[config.mk]
export PLATFORM = sky130hd
export DESIGN_NAME = qrde_replica_store
export DESIGN_NICKNAME = d
export VERILOG_FILES = /design/src/rtl/qrde_pkg.sv /design/src/rtl/qrde_replica_store.sv
export SDC_FILE = /design/constraint.sdc
export NUM_CORES = 2
export LEC_CHECK = 0
export ABC_AREA = 0
export BUFFER_PORTS_ARGS = -buffer_cell sky130_fd_sc_hd__buf_2
export CORE_MARGIN = 2
export CORE_UTILIZATION = 49
export CTS_CLUSTER_SIZE = 10
export DETAILED_ROUTE_END_ITERATION = 12
export PLACE_DENSITY = 0.65
export REMOVE_ABC_BUFFERS = 1
export SKIP_CTS_REPAIR_TIMING = 1
export SLEW_MARGIN = 20
export SYNTH_ARGS = -nofsm -noshare
export SYNTH_HDL_FRONTEND = slang
export SYNTH_SLANG_ARGS = --single-unit
[constraint.sdc]
create_clock -name clock -period 30.4 [get_ports clock]
set_clock_uncertainty 0.15 [all_clocks]
set_input_delay 6.08 -clock clock [delete_from_list [all_inputs] [get_ports clock]]
set_output_delay 6.08 -clock clock [all_outputs]
set_load 0.1 [all_outputs]
[src/rtl/qrde_pkg.sv]
// Shared sizes and types for the replica delta-energy engine.
// No dependencies; every other rtl file refers to it by scoped names.
`default_nettype none

package qrde_pkg;

   // Storage limits
   localparam int MAX_BITS   = 256;
   localparam int MAX_LAYERS = 16;

   // Index and count widths that follow from the limits
   localparam int BIT_IDX_W   = $clog2(MAX_BITS);
   localparam int BIT_CNT_W   = $clog2(MAX_BITS + 1);
   localparam int LAYER_IDX_W = (MAX_LAYERS > 1) ? $clog2(MAX_LAYERS) : 1;
   localparam int LAYER_CNT_W = $clog2(MAX_LAYERS + 1);
   localparam int CPL_ADDR_W  = 2 * BIT_IDX_W;

   // Arithmetic widths
   localparam int CPL_W  = 16;
   localparam int COEF_W = 16;
   localparam int SUM_W  = CPL_W + BIT_CNT_W;
   localparam int PROD_W = COEF_W + SUM_W;
   localparam int DE_W   = 48;

   // Fixed point scale of the classical result (8 fraction bits)
   localparam int FRAC_ONE = 256;

   // Control of the replica row store
   typedef struct packed {
      logic                   rd_en;
      logic                   wr_en;
      logic [LAYER_IDX_W-1:0] rd_addr;
      logic [LAYER_IDX_W-1:0] wr_addr;
   } rep_req_type;

endpackage

`default_nettype wire

[src/rtl/qrde_replica_store.sv]
// Ring of replica bit rows, one row per layer, with a valid bit per row.
// Depends on qrde_pkg for sizes and the request struct.
`default_nettype none

module qrde_replica_store (
   input  wire logic                         clock,
   input  wire logic                         reset,
   input  wire qrde_pkg::rep_req_type        req,
   input  wire logic [qrde_pkg::MAX_BITS-1:0] wr_data,
   output logic      [qrde_pkg::MAX_BITS-1:0] rd_data
);

   logic [qrde_pkg::MAX_BITS-1:0]   rows_ff [qrde_pkg::MAX_LAYERS];
   logic [qrde_pkg::MAX_LAYERS-1:0] valid_ff;
   logic [qrde_pkg::MAX_BITS-1:0]   q_ff;
   logic                            q_valid_ff;

   // Row valid bits: a row never written reads as zeros
   always_ff @(posedge clock) begin
      if (reset) begin
         valid_ff   <= '0;
         q_valid_ff <= 1'b0;
      end else begin
         if (req.wr_en) begin
            valid_ff[req.wr_addr] <= 1'b1;
         end
         if (req.rd_en) begin
            q_valid_ff <= valid_ff[req.rd_addr];
         end
      end
   end

   always_ff @(posedge clock) begin
      if (req.wr_en) begin
         rows_ff[req.wr_addr] <= wr_data;
      end
      if (req.rd_en) begin
         q_ff <= rows_ff[req.rd_addr];
      end
   end

   assign rd_data = q_ff & {qrde_pkg::MAX_BITS{q_valid_ff}};

endmodule

`default_nettype wire

==> reports/results.tsv <==
metric	value	unit
status	completed	
cts.clk_slew.worst_paths	50	ps
cts_root_buffer	clkbuf_16	
slew_headroom	0.1262	
chipWidth	582.4	microns
syn_area_per_cell	24.95	sq um
cts_tree	yes	
drt-pass1-iter-count	5	
place.gp.congestion	0.7235	
start_util	0.4921	
timing.fmax	91.86	MHz
cap_violations	0	
p_per_area	67.55	nW/um^2
routed_wl	377500	microns
drv_slew	0	
mostFrequentLayoutCell	edfxtp_1	
synth_xor_area_frac	0	
yosys.area.top_type_share	0.7971	
syn-instance-count	6572	
drive_above_1_share	0.3219	
fin_tns_setup	0	ps
rr_worst_depth	4	
finalCritPeriodShare	0.3581	
crit_path_start_kind	register	
ys.flop_type	edfxtp_1	
antenna_found_initial	134	
overflow	0	
path_max_fanout	68	
layout_min_cycle_time	10890	ps
synth_area	164000	sq um
cts-htree-levels	5	
arrival	4660	ps
ys_ff_latch	4369	
hold_slack	320.6	ps
final_cell_mix	edfxtp_1 (4352), mux4_2 (1199), buf_2 (518), clkbuf_16 (484), and2_1 (256)	
pin_count	524	
yosys.area_share.adder	0	
synthArstFlopShare	0	
coreArea	333200	sq um
path_class	register to output port	
max-vdd-ir-drop	0.05314	mV
final_nets	7654	
clk_path_buf_depth	4	
cts_inserted_buffers	481	
first_iter_violations	7865	
r2r-end	q_ff[47]	
worstHoldPathType	register to register	
clk_latency	1000	ps
yosys.area_share.simple	0.01452	
vias	73350	
rows	212	
drc_errors	0	
final_util	0.5558	
synth_mux_area_frac	0.1700	
finalSetupViolations	0	
hpwlAfterDp	188100	microns
vias_per_cell	6.159	
grt_pass1_vias	75450	
grt_max_degree	138	
synth_top_family_by_area	multiplexers	
crit_path_end_kind	output port	
cp.required	24170	ps
r2r_slack	28470	ps
wl_per_cell	31.70	microns
synth_compound_area_frac	0.006563	
fp.dieH	582.4	microns
rsz0062_at_grt	no	
yosys_warnings	0	
die_area	339200	sq um
synthToLayoutAreaGrowth	12.94	%
cp-startpoint	q_valid_ff	
synth-seq-area-share	0.7992	
n_fill_cell	24090	
synth_edf_count	4352	
ys_top_cells_by_area	edfxtp_1 (80%), mux4_2 (16%), and2_1 (0.98%)	
crit_path_end	rd_data[156]	
worstMarginPinSlew	1311	ps
grt_use_total	0.2209	
leakage	58.70	nW
synth_area_leader_cell	edfxtp_1	
grt_first_pass_wirelength	539500	microns
crit-reg2reg-launch	rows_ff[5][47]	
yosysUniqueCellTypes	25	
ant_nets	0	
portBuffers	523	
clkSinkCount	4369	
hold_viol	0	
==> power by group <==
| group | leakage [nW] | switching, mW | internal (mW) | total, mW |
|---|---|---|---|---|
| clock network | 6.31 | 2.18 | 2.84 | 5.02 |
| logic | 12.7 | 0.414 | 0.243 | 0.657 |
| registers | 39.6 | 0.0409 | 6.79 | 6.83 |
==> metal layers <==
metal | global-route usage | up-vias | share of wire
li1 | - | 29670 | -
met1 | 0.3034 | 39960 | 0.40
met2 | 0.3608 | 2924 | 0.49
met3 | 0.04815 | 696 | 0.082
met4 | 0.06040 | 100 | 0.025
met5 | 0 | - | 0.0016
==> through the flow <==
step                setup WS [ps]  cell area [sq um]  instances  power, mW
floorplan                    5195             162400       6227      7.332
global placement            18670             172100      11290      7.602
detailed placement          18770             172100      11290      7.622
CTS                         19300             185100      11870      12.62
global route                19220             185100      11880      12.88
finish                      19510             185200      11910      12.51
==> sequential cells by signal, indices dropped and copies added (netlist names) <==
name        flops
rows_ff      4096
q_ff          256
valid_ff       16
q_valid_ff      1
==> how the worst min path moves through the flow <==
| stage | depth (start not counted) | slack (ps) | start | end |
|---|---|---|---|---|
| floorplan | 2 | 280 | valid_ff[14] | valid_ff[14] |
| global placement | 2 | 300 | valid_ff[15] | valid_ff[15] |
| detailed placement | 2 | 310 | valid_ff[3] | valid_ff[3] |
| CTS | 2 | 320 | valid_ff[3] | valid_ff[3] |
| global route | 2 | 350 | valid_ff[0] | valid_ff[0] |
| finish | 2 | 320 | valid_ff[0] | valid_ff[0] |
==> synthesized netlist by cell type (2+ instances only) <==
cell / instances
nand2b_1: 2
nor2b_1: 84
buf_6: 6
nand3b_1: 3
buf_1: 30
nor3_1: 4
clkbuf_1: 179
nor2_1: 46
nand2_1: 2
buf_2: 94
edfxtp_1: 4352
buf_4: 36
nand3_1: 2
and2_1: 256
a211oi_1: 83
mux4_2: 1199
mux2i_1: 87
dfxtp_1: 17
a21oi_1: 84
==> critical path: stages (launching register included) <==
cell	delay (ps)
dfxtp_4	620
buf_4	610
buf_4	660
buf_4	770
and2_1	340
buf_2	470
==> logic make-up after synthesis <==
kind of cell	count (synthesis)
AOI/OAI and AO/OA	171
buffers and inverters	346
DFF	4369
muxes	1286
and+or+nand+nor	400
==> final cells by class <==
| type | count | area (sq um) | share of cell area |
|---|---|---|---|
| sequential | 4369 | 131000 | 0.7076 |
| multi-input combinational | 1857 | 31440 | 0.1698 |
| clock buffer | 536 | 12310 | 0.06646 |
| tap | 4387 | 5489 | 0.02964 |
| timing repair buffer | 676 | 4096 | 0.02212 |
| clock inverter | 39 | 685.7 | 0.003703 |
| antenna | 45 | 112.6 | 0.0006081 |
| inverter | 1 | 3.754 | 0.00002027 |
Power figures use the tool's default switching activity.
